### config.mk
export PLATFORM = sky130hd
export DESIGN_NAME = dual_pid_tilt_servo_controller
export DESIGN_NICKNAME = d
export VERILOG_FILES = /design/src/sv/dpts_pkg.sv /design/src/sv/dual_pid_tilt_servo_controller.sv /design/src/sv/dpts_alu.sv
export SDC_FILE = /design/constraint.sdc
export NUM_CORES = 2
export LEC_CHECK = 0
export ABC_CLOCK_PERIOD_IN_PS = 12000
export BUFFER_PORTS_ARGS = -buffer_cell sky130_fd_sc_hd__buf_2
export CORE_MARGIN = 1
export CORE_UTILIZATION = 50
export DETAILED_ROUTE_END_ITERATION = 12
export GPL_TIMING_DRIVEN = 1
export PLACE_DENSITY = 0.71
export REMOVE_ABC_BUFFERS = 1
export SETUP_SLACK_MARGIN = 0.1
export SYNTH_ARGS = -nofsm -noshare
export SYNTH_HDL_FRONTEND = slang
export SYNTH_SLANG_ARGS = --single-unit
### constraint.sdc
create_clock -name aclk -period 12 [get_ports aclk]
set_clock_uncertainty 0.2 [all_clocks]
set_input_delay 0.6 -clock aclk [delete_from_list [all_inputs] [get_ports aclk]]
set_output_delay 0.6 -clock aclk [all_outputs]
set_load 0.05 [all_outputs]
### src/sv/dpts_pkg.sv
// ----------------------------------------------------------------------------
// dpts_pkg : shared types and constants of the dual PID tilt servo controller
// Request payloads, sequencer states, unit opcodes and fixed-point gains.
// ----------------------------------------------------------------------------
`default_nettype none

package dpts_pkg;

    typedef struct packed {
        logic               operation;
        logic signed [15:0] ball_x;
        logic signed [15:0] ball_y;
        logic [15:0]        step_time;
    } in_t;

    typedef struct packed {
        logic [15:0] servo_angle_0;
        logic [15:0] servo_angle_1;
        logic [15:0] servo_angle_2;
        logic        zone_x;
        logic        zone_y;
    } out_t;

    typedef enum logic [3:0] {
        ST_IDLE,
        ST_PREP,
        ST_MUL_EDT,
        ST_MUL_KP,
        ST_MUL_KI,
        ST_MUL_KD,
        ST_DIV,
        ST_MUL_S,
        ST_SERVO,
        ST_DONE
    } state_t;

    typedef enum logic {
        ALU_MUL,
        ALU_DIV
    } alu_op_t;

    // Request operation codes
    localparam logic OP_STEP  = 1'b0;
    localparam logic OP_CLEAR = 1'b1;

    // Register indexes
    localparam logic [2:0] REG_SETPOINT_X  = 3'd0;
    localparam logic [2:0] REG_SETPOINT_Y  = 3'd1;
    localparam logic [2:0] REG_INT_LIMIT   = 3'd2;
    localparam logic [2:0] REG_NEUTRAL     = 3'd3;
    localparam logic [2:0] REG_IK_GAIN     = 3'd4;
    localparam logic [2:0] REG_SERVO_MIN   = 3'd5;
    localparam logic [2:0] REG_SERVO_MAX   = 3'd6;

    // Hysteresis thresholds, Q12.4
    localparam logic [17:0] THR_CHANGE = 18'd240;
    localparam logic [17:0] THR_ENTER  = 18'd160;
    localparam logic [17:0] THR_EXIT   = 18'd320;

    // Gains, Q0.16
    localparam logic [15:0] KP_NORMAL  = 16'd5243;
    localparam logic [15:0] KD_NORMAL  = 16'd5243;
    localparam logic [15:0] KP_QUIET   = 16'd1311;
    localparam logic [15:0] KD_QUIET   = 16'd655;
    localparam logic [15:0] KI_ALL     = 16'd1966;
    localparam logic [15:0] SIN120_Q16 = 16'd56756;

    localparam int ALU_AW = 48;
    localparam int ALU_RW = 64;

endpackage

`default_nettype wire

### src/sv/dual_pid_tilt_servo_controller.sv
// ----------------------------------------------------------------------------
// dual_pid_tilt_servo_controller : two gain-scheduled PID loops and 3-servo mix
// Sequencer around one shared multiply/divide unit; fixed-point control step.
// ----------------------------------------------------------------------------
//  channel | ports                          | carries
//  --------+--------------------------------+------------------------------
//  input   | s_valid, s_ready, s_data       | operation, ball x/y, step time
//  result  | m_valid, m_ready, m_data       | three servo angles, two zones
//  config  | cfg_wr_en, cfg_index, cfg_wdata| seven control registers
//
// A control step is paced by the shared unit: twelve multiplies and up to
// two divides, each issued and handed back by the sequencer. A clear
// request completes in its accept cycle. Reset is synchronous and needs no
// clearing pass. A held result waits in the output register; the next
// request is taken while it waits, and the sequencer holds at its last
// state until the register is free.
// ----------------------------------------------------------------------------
`default_nettype none

module dual_pid_tilt_servo_controller (
    input  wire logic           aclk,
    input  wire logic           aresetn,
    input  wire logic           s_valid,
    output logic                s_ready,
    input  wire dpts_pkg::in_t  s_data,
    output logic                m_valid,
    input  wire logic           m_ready,
    output dpts_pkg::out_t      m_data,
    input  wire logic           cfg_wr_en,
    input  wire logic [2:0]     cfg_index,
    input  wire logic [15:0]    cfg_wdata
);
    import dpts_pkg::*;

    state_t             state_reg, state_next;
    logic               run_reg, run_next;
    logic               sel_reg, sel_next;
    logic [1:0]         idx_reg, idx_next;

    logic signed [15:0] sp_x_reg, sp_y_reg;
    logic [14:0]        ilim_reg;
    logic [15:0]        neutral_reg, ik_reg, smin_reg, smax_reg;

    logic signed [15:0] bx_reg, bx_next, by_reg, by_next;
    logic [15:0]        dt_reg, dt_next;
    logic signed [39:0] integ_x_reg, integ_x_next, integ_y_reg, integ_y_next;
    logic signed [16:0] last_x_reg, last_x_next, last_y_reg, last_y_next;
    logic               quiet_x_reg, quiet_x_next, quiet_y_reg, quiet_y_next;
    logic signed [16:0] e_reg, e_next;
    logic signed [17:0] diff_reg, diff_next;
    logic signed [47:0] u_reg, u_next;
    logic signed [47:0] num_reg, num_next;
    logic signed [39:0] p_reg, p_next, r_reg, r_next, sr_reg, sr_next;
    logic [15:0]        ang_reg [3];
    logic [15:0]        ang_next [3];
    logic               m_valid_reg, m_valid_next;
    out_t               out_reg, out_next;

    logic               alu_start;
    alu_op_t            alu_op;
    logic signed [47:0] alu_a;
    logic [15:0]        alu_b;
    logic signed [63:0] alu_res;
    logic               alu_done;

    logic               accept;
    logic               loop_end;
    logic               quiet_sel;
    logic signed [39:0] integ_sel;
    logic signed [16:0] last_sel;
    logic signed [16:0] e_new;
    logic signed [17:0] diff_new;
    logic [17:0]        d_abs, e_abs;
    logic               q_tmp;
    logic signed [40:0] isum, ilim;
    logic signed [63:0] res_sh16;
    logic signed [47:0] u_fin;
    logic signed [47:0] u_fin_sh;
    logic signed [39:0] hp;
    logic signed [40:0] mix;
    logic signed [41:0] ang;

    assign accept    = s_valid && s_ready;
    assign s_ready   = (state_reg == ST_IDLE);
    assign quiet_sel = sel_reg ? quiet_y_reg : quiet_x_reg;
    assign integ_sel = sel_reg ? integ_y_reg : integ_x_reg;
    assign last_sel  = sel_reg ? last_y_reg : last_x_reg;
    assign res_sh16  = alu_res >>> 16;
    assign loop_end  = ((state_reg == ST_MUL_KD) && run_reg && alu_done && (dt_reg == '0))
                    || ((state_reg == ST_DIV) && run_reg && alu_done);

    dpts_alu u_alu (
        .aclk    (aclk),
        .aresetn (aresetn),
        .start   (alu_start),
        .op      (alu_op),
        .a       (alu_a),
        .b       (alu_b),
        .res     (alu_res),
        .done    (alu_done)
    );

    // Advance the sequencer
    always_comb begin
        state_next = state_reg;
        case (state_reg)
            ST_IDLE: begin
                if (accept && s_data.operation == OP_STEP) state_next = ST_PREP;
            end
            ST_PREP: state_next = ST_MUL_EDT;
            ST_MUL_EDT: if (run_reg && alu_done) state_next = ST_MUL_KP;
            ST_MUL_KP:  if (run_reg && alu_done) state_next = ST_MUL_KI;
            ST_MUL_KI:  if (run_reg && alu_done) state_next = ST_MUL_KD;
            ST_MUL_KD: begin
                if (run_reg && alu_done) begin
                    if (dt_reg != '0)  state_next = ST_DIV;
                    else if (!sel_reg) state_next = ST_PREP;
                    else               state_next = ST_MUL_S;
                end
            end
            ST_DIV: begin
                if (run_reg && alu_done) state_next = sel_reg ? ST_MUL_S : ST_PREP;
            end
            ST_MUL_S:  if (run_reg && alu_done) state_next = ST_SERVO;
            ST_SERVO: begin
                if (run_reg && alu_done && idx_reg == 2'd2) state_next = ST_DONE;
            end
            ST_DONE: if (!m_valid_reg || m_ready) state_next = ST_IDLE;
            default: state_next = ST_IDLE;
        endcase
    end

    // Drive the shared unit and update the datapath
    always_comb begin
        run_next     = run_reg;
        sel_next     = sel_reg;
        idx_next     = idx_reg;
        bx_next      = bx_reg;
        by_next      = by_reg;
        dt_next      = dt_reg;
        integ_x_next = integ_x_reg;
        integ_y_next = integ_y_reg;
        last_x_next  = last_x_reg;
        last_y_next  = last_y_reg;
        quiet_x_next = quiet_x_reg;
        quiet_y_next = quiet_y_reg;
        e_next       = e_reg;
        diff_next    = diff_reg;
        u_next       = u_reg;
        num_next     = num_reg;
        p_next       = p_reg;
        r_next       = r_reg;
        sr_next      = sr_reg;
        ang_next     = ang_reg;
        out_next     = out_reg;
        m_valid_next = m_valid_reg && !m_ready;
        alu_start    = 1'b0;
        alu_op       = ALU_MUL;
        alu_a        = '0;
        alu_b        = '0;
        e_new        = sel_reg ? 17'(sp_y_reg) - 17'(by_reg) : 17'(sp_x_reg) - 17'(bx_reg);
        diff_new     = 18'(e_new) - 18'(last_sel);
        d_abs        = diff_new[17] ? 18'(-diff_new) : 18'(diff_new);
        e_abs        = e_new[16] ? 18'(-19'(e_new)) : 18'(e_new);
        q_tmp        = quiet_sel;
        isum         = 41'(integ_sel) + 41'(alu_res[40:0]);
        ilim         = $signed({10'b0, ilim_reg, 16'b0});
        u_fin        = u_reg + ((state_reg == ST_DIV) ? alu_res[47:0] : 48'(0));
        u_fin_sh     = u_fin >>> 8;
        hp           = 40'((-41'(p_reg)) >>> 1);
        mix          = (idx_reg == 2'd0) ? 41'(p_reg)
                     : (idx_reg == 2'd1) ? 41'(hp) + 41'(sr_reg)
                     : 41'(hp) - 41'(sr_reg);
        ang          = $signed({26'b0, neutral_reg}) + res_sh16[41:0];

        // Issue the unit once per arithmetic state, and once per servo in the servo state
        if (state_reg != ST_IDLE && state_reg != ST_PREP && state_reg != ST_DONE) begin
            if (!run_reg) begin
                alu_start = 1'b1;
                run_next  = 1'b1;
            end else if (alu_done) begin
                run_next = 1'b0;
            end
        end

        case (state_reg)
            ST_IDLE: begin
                if (accept) begin
                    if (s_data.operation == OP_CLEAR) begin
                        integ_x_next = '0;
                        integ_y_next = '0;
                        last_x_next  = '0;
                        last_y_next  = '0;
                    end else begin
                        bx_next  = s_data.ball_x;
                        by_next  = s_data.ball_y;
                        dt_next  = s_data.step_time;
                        sel_next = 1'b0;
                    end
                end
            end
            ST_PREP: begin
                // Zone hysteresis on error size and change
                if (q_tmp && (d_abs > THR_CHANGE || e_abs > THR_EXIT)) q_tmp = 1'b0;
                if (!q_tmp && d_abs <= THR_CHANGE && e_abs <= THR_ENTER) q_tmp = 1'b1;
                if (sel_reg) quiet_y_next = q_tmp;
                else         quiet_x_next = q_tmp;
                e_next    = e_new;
                diff_next = diff_new;
            end
            ST_MUL_EDT: begin
                alu_a = 48'(e_reg);
                alu_b = dt_reg;
                if (run_reg && alu_done) begin
                    if (isum > ilim)       isum = ilim;
                    else if (isum < -ilim) isum = -ilim;
                    if (sel_reg) integ_y_next = isum[39:0];
                    else         integ_x_next = isum[39:0];
                end
            end
            ST_MUL_KP: begin
                alu_a = 48'(e_reg);
                alu_b = quiet_sel ? KP_QUIET : KP_NORMAL;
                if (run_reg && alu_done) u_next = alu_res[47:0];
            end
            ST_MUL_KI: begin
                alu_a = 48'(integ_sel);
                alu_b = KI_ALL;
                if (run_reg && alu_done) u_next = u_reg + res_sh16[47:0];
            end
            ST_MUL_KD: begin
                alu_a = 48'(diff_reg);
                alu_b = quiet_sel ? KD_QUIET : KD_NORMAL;
                if (run_reg && alu_done) num_next = {alu_res[31:0], 16'b0};
            end
            ST_DIV: begin
                alu_op = ALU_DIV;
                alu_a  = num_reg;
                alu_b  = dt_reg;
            end
            ST_MUL_S: begin
                alu_a = 48'(r_reg);
                alu_b = SIN120_Q16;
                if (run_reg && alu_done) begin
                    sr_next  = res_sh16[39:0];
                    idx_next = 2'd0;
                end
            end
            ST_SERVO: begin
                alu_a = 48'(mix);
                alu_b = ik_reg;
                if (run_reg && alu_done) begin
                    if (ang < $signed({26'b0, smin_reg})) ang = $signed({26'b0, smin_reg});
                    if (ang > $signed({26'b0, smax_reg})) ang = $signed({26'b0, smax_reg});
                    ang_next[idx_reg] = ang[15:0];
                    idx_next          = idx_reg + 2'd1;
                end
            end
            ST_DONE: begin
                if (!m_valid_reg || m_ready) begin
                    m_valid_next           = 1'b1;
                    out_next.servo_angle_0 = ang_reg[0];
                    out_next.servo_angle_1 = ang_reg[1];
                    out_next.servo_angle_2 = ang_reg[2];
                    out_next.zone_x        = quiet_x_reg;
                    out_next.zone_y        = quiet_y_reg;
                end
            end
            default: ;
        endcase

        // Close a loop: keep the output term and the error
        if (loop_end) begin
            u_next = u_fin;
            if (sel_reg) begin
                r_next      = u_fin_sh[39:0];
                last_y_next = e_reg;
            end else begin
                p_next      = u_fin_sh[39:0];
                last_x_next = e_reg;
                sel_next    = 1'b1;
            end
        end
    end

    // Hold configuration registers
    always_ff @(posedge aclk) begin
        if (!aresetn) begin
            sp_x_reg    <= '0;
            sp_y_reg    <= '0;
            ilim_reg    <= 15'd800;
            neutral_reg <= 16'd24320;
            ik_reg      <= 16'd4096;
            smin_reg    <= 16'd0;
            smax_reg    <= 16'd46080;
        end else if (cfg_wr_en) begin
            case (cfg_index)
                REG_SETPOINT_X: sp_x_reg    <= $signed(cfg_wdata);
                REG_SETPOINT_Y: sp_y_reg    <= $signed(cfg_wdata);
                REG_INT_LIMIT:  ilim_reg    <= cfg_wdata[14:0];
                REG_NEUTRAL:    neutral_reg <= cfg_wdata;
                REG_IK_GAIN:    ik_reg      <= cfg_wdata;
                REG_SERVO_MIN:  smin_reg    <= cfg_wdata;
                REG_SERVO_MAX:  smax_reg    <= cfg_wdata;
                default: ;
            endcase
        end
    end

    always_ff @(posedge aclk) begin
        if (!aresetn) begin
            state_reg   <= ST_IDLE;
            run_reg     <= 1'b0;
            m_valid_reg <= 1'b0;
            integ_x_reg <= '0;
            integ_y_reg <= '0;
            last_x_reg  <= '0;
            last_y_reg  <= '0;
            quiet_x_reg <= 1'b0;
            quiet_y_reg <= 1'b0;
        end else begin
            state_reg   <= state_next;
            run_reg     <= run_next;
            m_valid_reg <= m_valid_next;
            integ_x_reg <= integ_x_next;
            integ_y_reg <= integ_y_next;
            last_x_reg  <= last_x_next;
            last_y_reg  <= last_y_next;
            quiet_x_reg <= quiet_x_next;
            quiet_y_reg <= quiet_y_next;
        end
        sel_reg  <= sel_next;
        idx_reg  <= idx_next;
        bx_reg   <= bx_next;
        by_reg   <= by_next;
        dt_reg   <= dt_next;
        e_reg    <= e_next;
        diff_reg <= diff_next;
        u_reg    <= u_next;
        num_reg  <= num_next;
        p_reg    <= p_next;
        r_reg    <= r_next;
        sr_reg   <= sr_next;
        ang_reg  <= ang_next;
        out_reg  <= out_next;
    end

    assign m_valid = m_valid_reg;
    assign m_data  = out_reg;

endmodule

`default_nettype wire

### src/sv/dpts_alu.sv
// ----------------------------------------------------------------------------
// dpts_alu : shared shift-add multiplier and restoring divider
// Signed 48-bit operand times unsigned 16-bit operand, or signed 48-bit
// dividend over unsigned 16-bit divisor, truncated.
// ----------------------------------------------------------------------------
`default_nettype none

module dpts_alu (
    input  wire logic                              aclk,
    input  wire logic                              aresetn,
    input  wire logic                              start,
    input  wire dpts_pkg::alu_op_t                 op,
    input  wire logic signed [dpts_pkg::ALU_AW-1:0] a,
    input  wire logic [15:0]                       b,
    output logic signed [dpts_pkg::ALU_RW-1:0]      res,
    output logic                                   done
);
    import dpts_pkg::*;

    logic             busy_reg, busy_next;
    logic             done_reg, done_next;
    alu_op_t          op_reg, op_next;
    logic [5:0]       cnt_reg, cnt_next;
    logic [63:0]      acc_reg, acc_next;
    logic [63:0]      mc_reg, mc_next;
    logic [15:0]      mb_reg, mb_next;
    logic [15:0]      rem_reg, rem_next;
    logic             neg_reg, neg_next;

    logic [47:0]      a_mag;
    logic [16:0]      rem_sh;
    logic [47:0]      quo_s;

    // Step the shared adder: accumulate for multiply, trial subtract for divide
    always_comb begin
        busy_next = busy_reg;
        done_next = 1'b0;
        op_next   = op_reg;
        cnt_next  = cnt_reg;
        acc_next  = acc_reg;
        mc_next   = mc_reg;
        mb_next   = mb_reg;
        rem_next  = rem_reg;
        neg_next  = neg_reg;
        a_mag     = a[47] ? 48'(-a) : 48'(a);
        rem_sh    = {rem_reg, acc_reg[47]};
        if (start) begin
            busy_next = 1'b1;
            op_next   = op;
            mb_next   = b;
            rem_next  = '0;
            neg_next  = a[47];
            mc_next   = 64'(a);
            if (op == ALU_MUL) begin
                acc_next = '0;
                cnt_next = 6'd15;
            end else begin
                acc_next = {16'b0, a_mag};
                cnt_next = 6'd47;
            end
        end else if (busy_reg) begin
            if (op_reg == ALU_MUL) begin
                if (mb_reg[0]) begin
                    acc_next = acc_reg + mc_reg;
                end
                mc_next = {mc_reg[62:0], 1'b0};
                mb_next = {1'b0, mb_reg[15:1]};
            end else begin
                if (rem_sh >= {1'b0, mb_reg}) begin
                    rem_next = 16'(rem_sh - {1'b0, mb_reg});
                    acc_next = {16'b0, acc_reg[46:0], 1'b1};
                end else begin
                    rem_next = rem_sh[15:0];
                    acc_next = {16'b0, acc_reg[46:0], 1'b0};
                end
            end
            cnt_next = cnt_reg - 6'd1;
            if (cnt_reg == 6'd0) begin
                busy_next = 1'b0;
                done_next = 1'b1;
            end
        end
    end

    always_ff @(posedge aclk) begin
        if (!aresetn) begin
            busy_reg <= 1'b0;
            done_reg <= 1'b0;
        end else begin
            busy_reg <= busy_next;
            done_reg <= done_next;
        end
        op_reg  <= op_next;
        cnt_reg <= cnt_next;
        acc_reg <= acc_next;
        mc_reg  <= mc_next;
        mb_reg  <= mb_next;
        rem_reg <= rem_next;
        neg_reg <= neg_next;
    end

    // Apply the dividend sign to the quotient
    assign quo_s = neg_reg ? 48'(-acc_reg[47:0]) : acc_reg[47:0];
    assign res   = (op_reg == ALU_MUL) ? $signed(acc_reg)
                                       : $signed({{16{quo_s[47]}}, quo_s});
    assign done  = done_reg;

endmodule

`default_nettype wire

==> out/qor.txt <==
leak pwr = 23.5 nW
post-synth top area share = 0.290
Yosys reg bits = 787
P_int = 0.00715 W
Die Y = 335 um
num ports = 125
Final Cycle Share = 0.898
WL final = 201000 um
async set-reset flop share out of synthesis = 0
FF-to-FF Start = u_alu.acc_reg[5]
Final ANT Viol Nets = 0
CTS buffer count = 90
clock tree sinks = 787
crit path launch type = register
most used cell along the critical path = nor4_1
clock power share = 0.231
number of DRC markers in iteration 0 = 6798
pwr dens = 205 nW/um2
CP Capture Type = register
insertion delay to the later sink of the worst-skew pair = 0.73 ns
postcts setup bufs = 0
Sw Share = 0.431
DR vias = 50600
RSZ-0062 raised after global routing = no
CTS H-tree depth = 3
actual slew at the worst max-slew pin = 1.33 ns
total chip power = 0.0126 W
Post-DP HPWL = 154000 um
worst setup path category = reg2reg
layout cells sized above 1 = 0.0809
Synth area leaders = edfxtp_1 (29%), dfxtp_1 (9.1%), ha_1 (9.1%)
Reg2Reg Depth = 35
Max Buffers Root-to-Sink = 3
TritonCTS clock tree = done
Final setup violation count = 0
synthesized area = 55400 um2
die area = 112000 um2
Post-Syn Instances = 6225
Hold Crit Depth = 3
Logic pwr share = 0.473
list of most frequent post-synthesis cells = nand2_1 (748), edfxtp_1 (535), nor2_1 (479)
Final Hold Viols = 0
Final Net Count = 6790
DR WL/cell = 25.6 um
effective utilization at floorplan = 0.507
synth warn = 0
CP peak stage delay = 0.68 ns
Vias per Instance = 6.44
port bufs = 124
HP Start = cfg_wdata[15]
worst vdd ir = 0.127 mV
routability congestion estimate = 1.06
post-synthesis sequential area ratio = 0.381
area leader, netlist = edfxtp_1
Overall Global Routing Usage = 0.349
Die Wd = 335 um
Max stage delay cell, worst path = ha_1
Root Driver = clkbuf_16
First-pass DRT Iterations = 10
reg-to-reg slack, setup = 1.22 ns
fmax = 0.0928 GHz
Net Sw Power = 0.00542 W
Core Region = 109000 um2
global-route wire length before repair = 295000 um
required time of the critical path = 12.26 ns
antenna violations before repair = 18
Hold Buf Count CTS = 48
Main synth FF type = edfxtp_1
count leader, synth = nand2_1
Clk pin slew, worst setup/hold paths = 0.06 ns
number of global-route vias before repair = 46600
setup TNS = 0 ns
GRT overflow = 0
CP arrival = 11.04 ns
Site Rows = 121
normalized max-slew margin = 0.111
Hold/Removal Path Class = in2reg
max cap viols = 0
fin crit period = 10.78 ns
Area growth syn-to-layout = 10.5%
DRC violations left = 0
worst r2r dst = ang_reg[17]
Synth cell types = 102
Post-synth EDFFs = 535
Crit Path Max Fanout = 19
syn_area_per_cell = 8.90 um2
fin. max-slew vios = 0
status = complete, no violations
Resized Gates After CTS = 0
WHS Endpoint = ik_reg[15]
largest net degree at the start of global routing = 87
Reg power frac = 0.296
-- power by group through the flow --
| stage | combinational, W | clock [W] | sequential (W) |
|---|---|---|---|
| after floorplan | 0.00395 | 0 | 0.00370 |
| after global placement | 0.00564 | 0 | 0.00375 |
| after detailed placement | 0.00569 | 0 | 0.00376 |
| after CTS | 0.00575 | 0.00292 | 0.00371 |
| after global routing | 0.00640 | 0.00301 | 0.00374 |
| final | 0.00595 | 0.00290 | 0.00372 |
-- cell type report --
cell class | instances | area [um2]
Fill cell | 9802 | 48100
Multi-Input combinational cell | 4877 | 32300
Sequential cell | 787 | 21100
Clock buffer | 120 | 2520
Tap cell | 1476 | 1850
Timing Repair Buffer | 256 | 1730
Inverter | 292 | 1100
Clock inverter | 48 | 582
Antenna cell | 7 | 17.5
-- worst max-delay path: cells and delay by family (launching register included) --
kind	cells	cell delay [ns]
DFF	1	0.48
AOI/OAI and AO/OA	17	3.65
and+or+nand+nor	10	2.97
muxes	2	0.87
adders and majority gates	3	1.44
xor gates and xnor gates	1	0.32
buffers and inverters	2	0.58
-- placed cells by master, fill, tap and decap left out, types with 33 or more instances in the layout --
master,netlist,final
mux2_2,66,66
buf_4,1,85
nand2_1,748,746
dfxtp_1,252,250
inv_1,285,283
nor2b_1,76,76
xnor2_1,243,243
edfxtp_1,535,535
nor2_1,479,474
nand3_1,188,187
o21a_1,61,60
nand4_1,65,65
dlygate4sd3_1,0,48
mux2i_1,57,57
nand2b_1,60,59
nor3_1,129,126
ha_1,403,403
xor2_1,197,197
o21bai_1,39,39
and3_1,55,55
a22o_1,35,35
buf_2,2,123
o21ai_0,414,412
a211oi_1,47,43
o22ai_1,43,43
o211ai_1,69,69
a21oi_1,476,476
clkbuf_16,0,96
a31oi_1,54,54
a21boi_0,149,149
nor4_1,65,65
and2_1,33,33
a21o_1,154,154
-- worst max path at each step --
stage,from,endpoint,cells after the start
floorplan,u_alu.op_reg,ang_reg[17],32
global placement,u_alu.acc_reg[11],ang_reg[19],35
detailed placement,u_alu.acc_reg[11],ang_reg[21],35
CTS,u_alu.acc_reg[11],ang_reg[37],35
global route,u_alu.acc_reg[5],ang_reg[5],37
finish,u_alu.acc_reg[5],ang_reg[17],35
-- metal layers --
layer / vias up / track usage / share of wire
met1: 24200 / 0.482 / 0.41
met2: 2812 / 0.515 / 0.42
met4: 18 / 0.142 / 0.043
met3: 455 / 0.0940 / 0.12
li1: 23100 / - / -
met5: - / 0 / 0.00050
-- per-stage QoR --
step                      hold slack, ns  instances  setup WS (ns)  area (um2)  utilization
final                             0.0592       7863           1.22       61200        0.560
after global routing              0.0611       7856          0.563       61200        0.560
after CTS                         0.0253       7856           1.46       61200        0.560
after detailed placement           0.205       7640           1.45       57600        0.527
after global placement             0.206       7640           1.50       57600        0.527
after floorplan                    0.200       5956           1.48       54400            -
-- kinds of logic after synthesis --
family | share of synthesized area
multiplexers | 0.0261
XOR/XNOR | 0.0707
AND/OR/NAND/NOR | 0.173
flip-flops | 0.381
buffers and inverters | 0.0384
AO/OA/AOI/OAI | 0.216
adder cells (fa/ha/maj) | 0.0946
No activity file was read; power rests on OpenSTA's default activity.
